### config.mk
export PLATFORM = sky130hd
export DESIGN_NAME = midpoint_line_rasterizer
export DESIGN_NICKNAME = d
export VERILOG_FILES = /design/src/rtl/mlr_pkg.sv /design/src/rtl/mlr_setup.sv /design/src/rtl/mlr_step.sv /design/src/rtl/midpoint_line_rasterizer.sv
export SDC_FILE = /design/constraint.sdc
export NUM_CORES = 1
export LEC_CHECK = 0
export ABC_AREA = 1
export ABC_CLOCK_PERIOD_IN_PS = 11700
export BUFFER_PORTS_ARGS = -buffer_cell sky130_fd_sc_hd__buf_2
export CORE_UTILIZATION = 30
export DETAILED_ROUTE_END_ITERATION = 10
export PLACE_DENSITY = 0.56
export SETUP_SLACK_MARGIN = 0.02
export SLEW_MARGIN = 20
export SYNTH_ARGS = -nofsm -noshare
export SYNTH_HDL_FRONTEND = slang
export SYNTH_SLANG_ARGS = --single-unit
### constraint.sdc
create_clock -name clk_i -period 11.7 [get_ports clk_i]
set_clock_uncertainty 0.15 [all_clocks]
set_input_delay 2.34 -clock clk_i [delete_from_list [all_inputs] [get_ports clk_i]]
set_output_delay 2.34 -clock clk_i [all_outputs]
set_load 0.01 [all_outputs]
### src/rtl/mlr_pkg.sv
// Shared types, widths and codes of the midpoint line rasterizer.
package mlr_pkg;

  localparam int COORD_BITS = 10;
  localparam int INC_BITS   = COORD_BITS + 3;
  localparam int DEC_BITS   = COORD_BITS + 4;

  localparam logic FUNC_START   = 1'b0;
  localparam logic FUNC_ADVANCE = 1'b1;

  typedef enum logic [2:0] {
    LC_VERT        = 3'd0,
    LC_HORIZ       = 3'd1,
    LC_SHALLOW_POS = 3'd2,
    LC_STEEP_POS   = 3'd3,
    LC_SHALLOW_NEG = 3'd4,
    LC_STEEP_NEG   = 3'd5
  } line_case_e;

  typedef struct packed {
    logic                  func;
    logic [COORD_BITS-1:0] x_start;
    logic [COORD_BITS-1:0] y_start;
    logic [COORD_BITS-1:0] x_end;
    logic [COORD_BITS-1:0] y_end;
  } in_beat_t;

  typedef struct packed {
    logic [COORD_BITS-1:0] pixel_x;
    logic [COORD_BITS-1:0] pixel_y;
    logic                  pixel_valid;
    logic                  last_pixel;
  } out_beat_t;

  typedef struct packed {
    logic [COORD_BITS-1:0] cur_x;
    logic [COORD_BITS-1:0] cur_y;
    logic [COORD_BITS-1:0] stop_x;
    logic [COORD_BITS-1:0] stop_y;
    logic [DEC_BITS-1:0]   decision;
    logic [INC_BITS-1:0]   inc_a;
    logic [INC_BITS-1:0]   inc_b;
    line_case_e            lcase;
    logic                  active;
  } line_state_t;

endpackage

### src/rtl/mlr_setup.sv
// Line setup: endpoint swap, case select, decision variable and increments.
module mlr_setup (
  input  mlr_pkg::in_beat_t    beat_i,
  output mlr_pkg::line_state_t state_o
);

  localparam int PAD = mlr_pkg::INC_BITS - mlr_pkg::COORD_BITS;

  logic                           swap;
  logic [mlr_pkg::COORD_BITS-1:0] x0, y0, x1, y1;
  logic signed [mlr_pkg::INC_BITS-1:0] dx, dy, neg_dy;
  logic signed [mlr_pkg::INC_BITS-1:0] dec;

  always_comb begin
    swap   = beat_i.x_start > beat_i.x_end;
    x0     = swap ? beat_i.x_end   : beat_i.x_start;
    y0     = swap ? beat_i.y_end   : beat_i.y_start;
    x1     = swap ? beat_i.x_start : beat_i.x_end;
    y1     = swap ? beat_i.y_start : beat_i.y_end;
    dx     = $signed({{PAD{1'b0}}, x1}) - $signed({{PAD{1'b0}}, x0});
    dy     = $signed({{PAD{1'b0}}, y1}) - $signed({{PAD{1'b0}}, y0});
    neg_dy = -dy;

    dec              = '0;
    state_o.cur_x    = x0;
    state_o.cur_y    = y0;
    state_o.stop_x   = x1;
    state_o.stop_y   = y1;
    state_o.inc_a    = '0;
    state_o.inc_b    = '0;
    state_o.active   = 1'b1;
    state_o.lcase    = mlr_pkg::LC_VERT;

    if (dx == '0) begin
      // vertical, walk upward from the smaller y
      state_o.lcase  = mlr_pkg::LC_VERT;
      state_o.cur_y  = (y0 < y1) ? y0 : y1;
      state_o.stop_y = (y0 < y1) ? y1 : y0;
    end else if (dy == '0) begin
      state_o.lcase = mlr_pkg::LC_HORIZ;
    end else if (dy > 0 && dy <= dx) begin
      state_o.lcase = mlr_pkg::LC_SHALLOW_POS;
      state_o.inc_a = dy <<< 1;
      state_o.inc_b = (dy - dx) <<< 1;
      dec           = (dy <<< 1) - dx;
    end else if (dy > 0) begin
      state_o.lcase = mlr_pkg::LC_STEEP_POS;
      state_o.inc_a = (dy - dx) <<< 1;
      state_o.inc_b = -(dx <<< 1);
      dec           = dy - (dx <<< 1);
    end else if (neg_dy <= dx) begin
      state_o.lcase = mlr_pkg::LC_SHALLOW_NEG;
      state_o.inc_a = (dy + dx) <<< 1;
      state_o.inc_b = dy <<< 1;
      dec           = (dy <<< 1) + dx;
    end else begin
      state_o.lcase = mlr_pkg::LC_STEEP_NEG;
      state_o.inc_a = dx <<< 1;
      state_o.inc_b = (dy + dx) <<< 1;
      dec           = dy + (dx <<< 1);
    end
    state_o.decision = {{(mlr_pkg::DEC_BITS - mlr_pkg::INC_BITS){dec[mlr_pkg::INC_BITS-1]}},
                        dec};
  end

endmodule

### src/rtl/mlr_step.sv
// One midpoint step: emit the current pixel and move to the next one.
module mlr_step (
  input  mlr_pkg::line_state_t state_i,
  output mlr_pkg::out_beat_t   beat_o,
  output mlr_pkg::line_state_t state_o
);

  localparam int SEXT = mlr_pkg::DEC_BITS - mlr_pkg::INC_BITS;

  logic                         low_d;
  logic                         last;
  logic [mlr_pkg::DEC_BITS-1:0] inc_sel;

  always_comb begin
    low_d   = $signed(state_i.decision) <= 0;
    inc_sel = low_d ? {{SEXT{state_i.inc_a[mlr_pkg::INC_BITS-1]}}, state_i.inc_a}
                    : {{SEXT{state_i.inc_b[mlr_pkg::INC_BITS-1]}}, state_i.inc_b};

    case (state_i.lcase)
      mlr_pkg::LC_VERT,
      mlr_pkg::LC_STEEP_POS,
      mlr_pkg::LC_STEEP_NEG: last = state_i.cur_y == state_i.stop_y;
      default:               last = state_i.cur_x == state_i.stop_x;
    endcase

    state_o = state_i;
    beat_o  = '0;

    if (state_i.active) begin
      beat_o.pixel_x     = state_i.cur_x;
      beat_o.pixel_y     = state_i.cur_y;
      beat_o.pixel_valid = 1'b1;
      beat_o.last_pixel  = last;

      if (last) begin
        state_o.active = 1'b0;
      end else begin
        state_o.decision = state_i.decision + inc_sel;
        case (state_i.lcase)
          mlr_pkg::LC_VERT: begin
            state_o.cur_y = state_i.cur_y + 1'b1;
          end
          mlr_pkg::LC_HORIZ: begin
            state_o.cur_x = state_i.cur_x + 1'b1;
          end
          mlr_pkg::LC_SHALLOW_POS: begin
            state_o.cur_x = state_i.cur_x + 1'b1;
            if (!low_d) state_o.cur_y = state_i.cur_y + 1'b1;
          end
          mlr_pkg::LC_STEEP_POS: begin
            state_o.cur_y = state_i.cur_y + 1'b1;
            if (low_d) state_o.cur_x = state_i.cur_x + 1'b1;
          end
          mlr_pkg::LC_SHALLOW_NEG: begin
            state_o.cur_x = state_i.cur_x + 1'b1;
            if (low_d) state_o.cur_y = state_i.cur_y - 1'b1;
          end
          default: begin
            state_o.cur_y = state_i.cur_y - 1'b1;
            if (!low_d) state_o.cur_x = state_i.cur_x + 1'b1;
          end
        endcase
      end
    end
  end

endmodule

### src/rtl/midpoint_line_rasterizer.sv
// Top level of the midpoint line rasterizer: input register, setup and step logic, line state and result registers.
//
//   channel | direction | handshake                 | beat
//   --------+-----------+---------------------------+---------------------------
//   in      | input     | in_valid_i / in_stall_o   | in_beat_i  (mlr_pkg::in_beat_t)
//   out     | output    | out_valid_o / out_stall_i | out_beat_o (mlr_pkg::out_beat_t)
//
// Every in beat gives exactly one out beat, through the input register and then the
// result register; one beat per cycle sustained while out is not stalled. The setup path
// (swap, subtract, slope compare) feeds the step path (compare, add) combinationally.
// Reset (rst_ni low, async) empties both registers and leaves the block idle.
// A stall on out holds the result register; the input register then holds too
// and in_stall_o rises, so nothing is dropped.
module midpoint_line_rasterizer (
  input  logic               clk_i,
  input  logic               rst_ni,
  input  logic               in_valid_i,
  output logic               in_stall_o,
  input  mlr_pkg::in_beat_t  in_beat_i,
  output logic               out_valid_o,
  input  logic               out_stall_i,
  output mlr_pkg::out_beat_t out_beat_o
);

  // input register
  logic              in_vld_q;
  mlr_pkg::in_beat_t in_q;

  // line state
  mlr_pkg::line_state_t state_q, state_d;
  mlr_pkg::line_state_t setup_state, step_src;

  // result register
  logic               out_vld_q;
  mlr_pkg::out_beat_t out_q, out_d;

  logic in_take;
  logic fire;

  assign in_take    = in_valid_i && !in_stall_o;
  // the held beat moves on unless the result register is full and stalled
  assign fire       = in_vld_q && !(out_vld_q && out_stall_i);
  assign in_stall_o = in_vld_q && out_vld_q && out_stall_i;

  mlr_setup u_setup (
    .beat_i  (in_q),
    .state_o (setup_state)
  );

  // a start beat steps from the fresh setup, an advance from the held state
  assign step_src = (in_q.func == mlr_pkg::FUNC_START) ? setup_state : state_q;

  mlr_step u_step (
    .state_i (step_src),
    .beat_o  (out_d),
    .state_o (state_d)
  );

  always_ff @(posedge clk_i or negedge rst_ni) begin
    if (!rst_ni) begin
      in_vld_q <= 1'b0;
    end else if (in_take) begin
      in_vld_q <= 1'b1;
    end else if (fire) begin
      in_vld_q <= 1'b0;
    end
  end

  always_ff @(posedge clk_i) begin
    if (in_take) begin
      in_q <= in_beat_i;
    end
  end

  always_ff @(posedge clk_i or negedge rst_ni) begin
    if (!rst_ni) begin
      state_q   <= '0;
      out_vld_q <= 1'b0;
    end else if (fire) begin
      state_q   <= state_d;
      out_vld_q <= 1'b1;
    end else if (!out_stall_i) begin
      out_vld_q <= 1'b0;
    end
  end

  always_ff @(posedge clk_i) begin
    if (fire) begin
      out_q <= out_d;
    end
  end

  assign out_valid_o = out_vld_q;
  assign out_beat_o  = out_q;

endmodule

==> impl_summary.log, run 1 <==
INFO  metric outcome = finished, final reports clean
INFO  metric critical-path-slowest-cell = sky130_fd_sc_hd__ha_1
INFO  metric antenna_found_initial = 0
INFO  metric p_leak = 8.403 nW
INFO  metric drc = 0
INFO  metric post_synth_num_cell_types = 58
INFO  metric setup_total_neg_slack = 0 ns
INFO  metric die_w = 228.4 um
INFO  metric routabilityCongestion = 0.9747
INFO  metric estimated_wirelength_of_the_detail_placed_design = 39690 um
INFO  metric period_share = 0.8971
INFO  metric unrepaired_setup_endpoints_after_global_routing = false
INFO  metric r2r-end = state_q[43]$_DFFE_PN0P_
INFO  metric count_of_nets_after_finishing = 2467
INFO  metric worstSetupStartpoint = in_q[10]$_DFFE_PP_
INFO  metric vdd_drop_max = 131.7 uV
INFO  metric worst_skew_pair.late_latency = 0.48 ns
INFO  metric layout-drive-gt1-share = 0.1051
INFO  metric synth.avg_cell_area = 6.729 um2
INFO  metric post-route-min-period = 10.50 ns
INFO  metric timing.critical_path.fanout_max = 67
INFO  metric seq_area_frac_synth = 0.2629
INFO  metric synth_top_cells_by_area = sky130_fd_sc_hd__nand2_1, sky130_fd_sc_hd__dfrtp_1, sky130_fd_sc_hd__edfxtp_1
INFO  metric critical_path_class = reg -> reg
INFO  metric ctsHtreeMaxLevel = 4
INFO  metric flop_and_latch_count_out_of_synthesis = 149
INFO  metric final_cells = 2994
INFO  metric relSlewSlack = 0.3504
INFO  metric initial_utilization = 0.3053
INFO  metric area_delta_synth_final = 9.460%
INFO  metric cts.repair.resized = 0
INFO  metric worst_path_most_repeated_cell = sky130_fd_sc_hd__nand2_1
INFO  metric average_detailed_routed_wire_length_per_instance = 17.20 um
INFO  metric cts-buffers-inserted = 17
INFO  metric pin_count_of_the_biggest_net_entering_global_routing = 76
INFO  metric clock_path_buffers = 2
INFO  metric clkTransAtPathRegs = 0.07 ns
INFO  metric totalWireLength = 51510 um
INFO  metric synthesis.area = 15380 um2
INFO  metric seq_area = 4044 um2
INFO  metric max_clock_freq = 0.09527 GHz
INFO  metric worstHoldPathType = reg -> reg
INFO  metric power.density = 261.9 nW/um2
INFO  metric totalPowerFinal = 0.004409 W
INFO  metric setup.worst_path.end_class = register
INFO  metric area_occupied_by_multi_input_gates = 9827 um2
INFO  metric n_antenna_cell = 0
INFO  metric drv.max_cap_violation_count = 0
INFO  metric tritoncts = done
INFO  metric placement.io_buffers = 68
INFO  metric grt_pass1_vias = 14560
INFO  metric drt.antenna.violating_nets = 0
INFO  metric mostFrequentLayoutCell = sky130_fd_sc_hd__nand2_1
INFO  metric worst_hold_slack = 0.3260 ns
INFO  metric final_cell_mix = sky130_fd_sc_hd__nand2_1, sky130_fd_sc_hd__inv_1, sky130_fd_sc_hd__nor2_1
INFO  metric fp.dieArea = 52180 um2
INFO  metric report.final.setup_viol = 0
INFO  metric initialDrtViolationCount = 1405
INFO  metric io_pins = 69
INFO  metric synth.net_count = 2444
INFO  metric avg_vias_per_cell = 5.037
INFO  metric synth_largest_type_area_fraction = 0.1642
INFO  metric timing.final.max_slew_violations = 0
INFO  metric vias = 15080
INFO  metric cp_data_arrival_time = 10.70 ns
INFO  metric rows = 82
INFO  metric r2r-start = in_q[10]$_DFFE_PP_
INFO  metric die_y = 228.4 um
INFO  metric finalCoreUtilization = 0.3342
INFO  metric grt_remaining_overflow = 0
INFO  metric holdBufCountCts = 0
INFO  metric number_of_flops_mapped_to_enable_cells_by_yosys = 63
INFO  metric post-place-cells = 2962
INFO  metric clock_root_buffer = sky130_fd_sc_hd__clkbuf_16
INFO  metric clkSinkCount = 149
INFO  metric crit_end = state_q[43]$_DFFE_PN0P_
INFO  metric timing.critical_path.from_type = register
INFO  metric worst-r2r-setup-slack = 1.20 ns
INFO  metric max_stage_delay = 0.54 ns
INFO  metric grt_util_all_layers = 0.1979
INFO  metric hold_depth = 2
INFO  metric r2r_cells = 61
INFO  metric fp.coreArea = 50380 um2
INFO  metric grt_pass1_wl = 80450 um
INFO  metric worstPathRequired = 11.91 ns
INFO  metric nFillCells = 5382
INFO  metric drtPass1Iterations = 5
INFO  metric netlist_instances = 2286
INFO  metric timing_hold_violations_final = 0
INFO  metric ys_warn_count = 0
INFO  metric synth_ff_type = sky130_fd_sc_hd__dfrtp_1
INFO  metric post-cts-setup-buffer-count = 0
INFO  metric synth-async-reset-ratio = 0.5772
INFO  metric tightest_slew = 0.9680 ns
INFO  metric synth_area_leader_cell = sky130_fd_sc_hd__nand2_1
[state kept, by name (all words and copies together) (netlist names)]
| name | count |
|---|---|
| state_q | 84 |
| in_q | 41 |
| in_vld_q | 1 |
| out_valid_o | 1 |
| out_beat_o | 22 |
[stage by stage]
step	setup slack [ns]	area [um2]
final	1.204	16840
after global routing	0.2293	16840
after CTS	0.9615	16830
after detailed placement	1.021	16250
after global placement	1.346	16250
after floorplan	3.051	15380
[critical path: cells and delay by family (launching register included)]
family / cells / cell delay, ns
buffers and inverters: 7 / 0.90
and+or+nand+nor: 38 / 4.74
DFF: 1 / 0.41
adders and majority gates: 5 / 1.99
AOI/OAI and AO/OA: 11 / 2.12
[cell families (layout without fill, tap and decap cells)]
group,count (synthesis),count (layout),synth area share
AO/OA/AOI/OAI,431,431,0.1672
XOR/XNOR,102,102,0.05808
adder cells (fa/ha/maj),113,113,0.09533
buffers and inverters,367,403,0.09948
flip-flops,149,149,0.2629
multiplexers,4,4,0.002603
AND/OR/NAND/NOR,1120,1120,0.3145
[cell type report]
type / count / area share
Multi-Input combinational cell: 1770 / 0.5836
Sequential cell: 149 / 0.2402
Inverter: 285 / 0.06383
Tap cell: 672 / 0.04994
Clock buffer: 21 / 0.02861
Timing Repair Buffer: 86 / 0.02839
Clock inverter: 11 / 0.005425
[report_power, final]
group	internal [W]	total [W]	switching (W)
sequential	0.000709	0.000784	0.0000753
combinational	0.00101	0.00308	0.00207
clock	0.000298	0.000541	0.000243
total	0.00202	0.00441	0.00239
[metal layers]
layer,up-vias,share of wire,track usage
met5,-,0,0
met4,0,0.031,0.08326
met3,81,0.052,0.02507
met2,465,0.48,0.3350
met1,7002,0.44,0.2527
li1,7534,-,-
[cell usage after synthesis, drive strengths merged, types with 10 or more instances]
| cell | number |
|---|---|
| o21ai | 199 |
| xor2 | 91 |
| nand3 | 139 |
| edfxtp | 63 |
| a21oi | 118 |
| o22ai | 15 |
| ha | 106 |
| inv | 283 |
| o211ai | 25 |
| nand2 | 711 |
| o21bai | 13 |
| clkbuf | 47 |
| nand4 | 26 |
| nor2 | 201 |
| or2 | 13 |
| buf | 35 |
| a31oi | 10 |
| xnor2 | 11 |
| dfrtp | 86 |
| nor3 | 18 |
[how the worst min path moves through the flow]
stage,start,to,slack [ns]
floorplan,in_vld_q$_DFFE_PN0P_,out_valid_o$_DFFE_PN0P_,0.28
global placement,state_q[78]$_DFFE_PN0P_,state_q[78]$_DFFE_PN0P_,0.31
detailed placement,state_q[77]$_DFFE_PN0P_,state_q[77]$_DFFE_PN0P_,0.31
CTS,state_q[77]$_DFFE_PN0P_,state_q[77]$_DFFE_PN0P_,0.33
global route,state_q[31]$_DFFE_PN0P_,state_q[31]$_DFFE_PN0P_,0.35
finish,state_q[77]$_DFFE_PN0P_,state_q[77]$_DFFE_PN0P_,0.33
Power figures use the tool's default switching activity.
==> run 2, diff against run 1 <==
RECOVER_POWER = 100   (was default)
==> run 2 against run 1 <==
  * The flow now finishes with violations (capacitance limit, slew limit)
  * Register-to-register slack worse by 0.10 ns
  * Hold slack worse by 0.0016 ns
  * Core utilization shrank 0.27 points
  * Clock-buffer cell count stayed put
  * Setup slack lost 0.10 ns
  * Total power fell by 0.36%
  * Final area is 0.80% lower
  * Fmax down 0.96%
  * Largest power group unchanged
==> impl_summary.log, run 2 (synthesis results as in run 1) <==
INFO  metric routabilityCongestion = 0.9747 (unchanged)
INFO  metric clkSinkCount = 149 (unchanged)
INFO  metric hold_depth = 2 (unchanged)
INFO  metric timing.critical_path.from_type = register
INFO  metric p_leak = 8.288 nW (-1.4%)
INFO  metric estimated_wirelength_of_the_detail_placed_design = 39690 um (unchanged)
INFO  metric ctsHtreeMaxLevel = 4 (unchanged)
INFO  metric avg_vias_per_cell = 5.049 (+0.23%)
INFO  metric r2r_cells = 60 (-1.6%)
INFO  metric timing.critical_path.fanout_max = 67 (unchanged)
INFO  metric max_clock_freq = 0.09436 GHz (-0.96%)
INFO  metric placement.io_buffers = 68 (unchanged)
INFO  metric fp.dieArea = 52180 um2 (unchanged)
INFO  metric tritoncts = done
INFO  metric drv.max_cap_violation_count = 8 (+8)
INFO  metric initial_utilization = 0.3053 (unchanged)
INFO  metric max_stage_delay = 0.56 ns (+0.02 ns)
INFO  metric timing.final.max_slew_violations = 411 (+411)
INFO  metric timing.final.ws_setup = 1.102 ns (-0.1020 ns)
INFO  metric grt_pass1_wl = 80450 um (unchanged)
INFO  metric met2RoutedLength = 24830 um (+0.20%)
INFO  metric worstPathRequired = 11.94 ns (+0.03 ns)
INFO  metric detail_route.wirelength.met1 = 22390 um (-0.21%)
INFO  metric grt_util_all_layers = 0.1979 (unchanged)
INFO  metric die_y = 228.4 um (unchanged)
INFO  metric cts-buffers-inserted = 17 (unchanged)
INFO  metric average_detailed_routed_wire_length_per_instance = 17.22 um (about the same)
INFO  metric worst_path_most_repeated_cell = sky130_fd_sc_hd__nand2_1
INFO  metric clkTransAtPathRegs = 0.07 ns (about the same)
INFO  metric outcome = finished with violations
INFO  metric setup_total_neg_slack = 0 ns (unchanged)
INFO  metric setup.worst_path.end_class = register
INFO  metric n_antenna_cell = 0 (unchanged)
INFO  metric worst-r2r-setup-slack = 1.10 ns (-0.10 ns)
INFO  metric report.final.setup_viol = 0 (unchanged)
INFO  metric post-cts-setup-buffer-count = 0 (unchanged)
INFO  metric timing_hold_violations_final = 0 (unchanged)
INFO  metric route.met3.wl = 2705 um (+0.71%)
INFO  metric final_cell_mix = sky130_fd_sc_hd__nand2_1, sky130_fd_sc_hd__inv_1, sky130_fd_sc_hd__nor2_1
INFO  metric drt.antenna.violating_nets = 0 (unchanged)
INFO  metric holdBufCountCts = 0 (unchanged)
INFO  metric clock_path_buffers = 2 (unchanged)
INFO  metric critical_path_class = reg -> reg
INFO  metric post-route-min-period = 10.60 ns (+0.1020 ns)
INFO  metric io_pins = 69 (unchanged)
INFO  metric area_delta_synth_final = 8.589%
INFO  metric final_cells = 2994 (unchanged)
INFO  metric cp_data_arrival_time = 10.84 ns (+0.14 ns)
INFO  metric clock_root_buffer = sky130_fd_sc_hd__clkbuf_16
INFO  metric r2r-end = state_q[43]$_DFFE_PN0P_
INFO  metric initialDrtViolationCount = 1387 (-1.3%)
INFO  metric worstHoldEndpoint = state_q[77]$_DFFE_PN0P_
INFO  metric mostFrequentLayoutCell = sky130_fd_sc_hd__nand2_1
INFO  metric period_share = 0.9058 (+0.008715)
INFO  metric violations_in_the_final_reports = capacitance limit, slew limit
INFO  metric totalWireLength = 51550 um (about the same)
INFO  metric grt_pass1_vias = 14560 (unchanged)
INFO  metric layout-drive-gt1-share = 0.08312 (-0.02196)
INFO  metric worst_skew_pair.late_latency = 0.48 ns (about the same)
INFO  metric cts.repair.resized = 0 (unchanged)
INFO  metric vias = 15120 (+0.23%)
INFO  metric fp.coreArea = 50380 um2 (unchanged)
INFO  metric rows = 82 (unchanged)
INFO  metric post-place-cells = 2962 (unchanged)
INFO  metric hold_start = state_q[77]$_DFFE_PN0P_
INFO  metric worst_hold_slack = 0.3244 ns (-0.001599 ns)
INFO  metric count_of_nets_after_finishing = 2467 (unchanged)
INFO  metric power.density = 263.0 nW/um2 (+0.44%)
INFO  metric largest_reg_flops = 84 (unchanged)
INFO  metric largest-register = state_q
INFO  metric pin_count_of_the_biggest_net_entering_global_routing = 76 (unchanged)
INFO  metric tightest_slew = 3.421 ns (+2.453 ns)
INFO  metric highest_layer = met4
INFO  metric drc = 0 (unchanged)
INFO  metric drtPass1Iterations = 6 (+1)
INFO  metric unrepaired_setup_endpoints_after_global_routing = false
INFO  metric vdd_drop_max = 132.0 uV (+0.23%)
INFO  metric r2r-start = in_q[10]$_DFFE_PP_
INFO  metric relSlewSlack = -1.281 (-1.631)
INFO  metric grt_remaining_overflow = 0 (unchanged)
INFO  metric antenna_found_initial = 0 (unchanged)
INFO  metric worstHoldPathType = reg -> reg
INFO  metric totalPowerFinal = 0.004394 W (-0.36%)
INFO  metric detailedPlace.worstSlack = 1.021 ns (unchanged)
INFO  metric critical-path-slowest-cell = sky130_fd_sc_hd__ha_1
INFO  metric die_w = 228.4 um (unchanged)
## run 2: cell type report
cell class	instances	area, um2
multi-input combinational	1770	9761
inverter	285	1075
clock inverter	11	91.34
tap	672	840.8
timing repair buffer	86	410.4
sequential	149	4044
clock buffer	21	481.7
fill	5417	33670
## run 2: stage by stage
stage | utilization | cell area, um2
global placement | 0.3226 | 16250
CTS | 0.3340 | 16830
detailed placement | 0.3226 | 16250
global route | 0.3316 | 16700
finish | 0.3316 | 16700
floorplan | - | 15380
## run 2: critical path, delay by kind of cell, from the launching register on
| family | cells | cell delay, ns |
|---|---|---|
| and+or+nand+nor | 37 | 4.87 |
| adders and majority gates | 5 | 2.00 |
| buffers and inverters | 6 | 0.85 |
| DFF | 1 | 0.41 |
| AOI/OAI and AO/OA | 12 | 2.17 |
## run 2: metal layers
layer | vias up | global-route usage
li1 | 7529 | -
met1 | 7038 | 0.2527
met3 | 82 | 0.02507
met4 | 0 | 0.08326
met5 | - | 0
met2 | 468 | 0.3350
## run 2: how the worst max path moves through the flow
| stage | startpoint | endpoint | slack [ns] | depth (start not counted) |
|---|---|---|---|---|
| after global placement | in_q[10]$_DFFE_PP_ | state_q[43]$_DFFE_PN0P_ | 1.35 | 61 |
| after CTS | in_q[10]$_DFFE_PP_ | state_q[43]$_DFFE_PN0P_ | 0.96 | 61 |
| after detailed placement | in_q[10]$_DFFE_PP_ | state_q[43]$_DFFE_PN0P_ | 1.02 | 61 |
| final | in_q[10]$_DFFE_PP_ | state_q[43]$_DFFE_PN0P_ | 1.10 | 60 |
| after global routing | in_q[10]$_DFFE_PP_ | state_q[43]$_DFFE_PN0P_ | 0.12 | 60 |
| after floorplan | in_q[39]$_DFFE_PP_ | state_q[43]$_DFFE_PN0P_ | 3.05 | 70 |
## run 2: report_power, final
group	internal [W]	total, W	switching (W)
sequential	0.000711	0.000786	0.0000752
clock	0.000298	0.000541	0.000243
combinational	0.00100	0.00307	0.00206
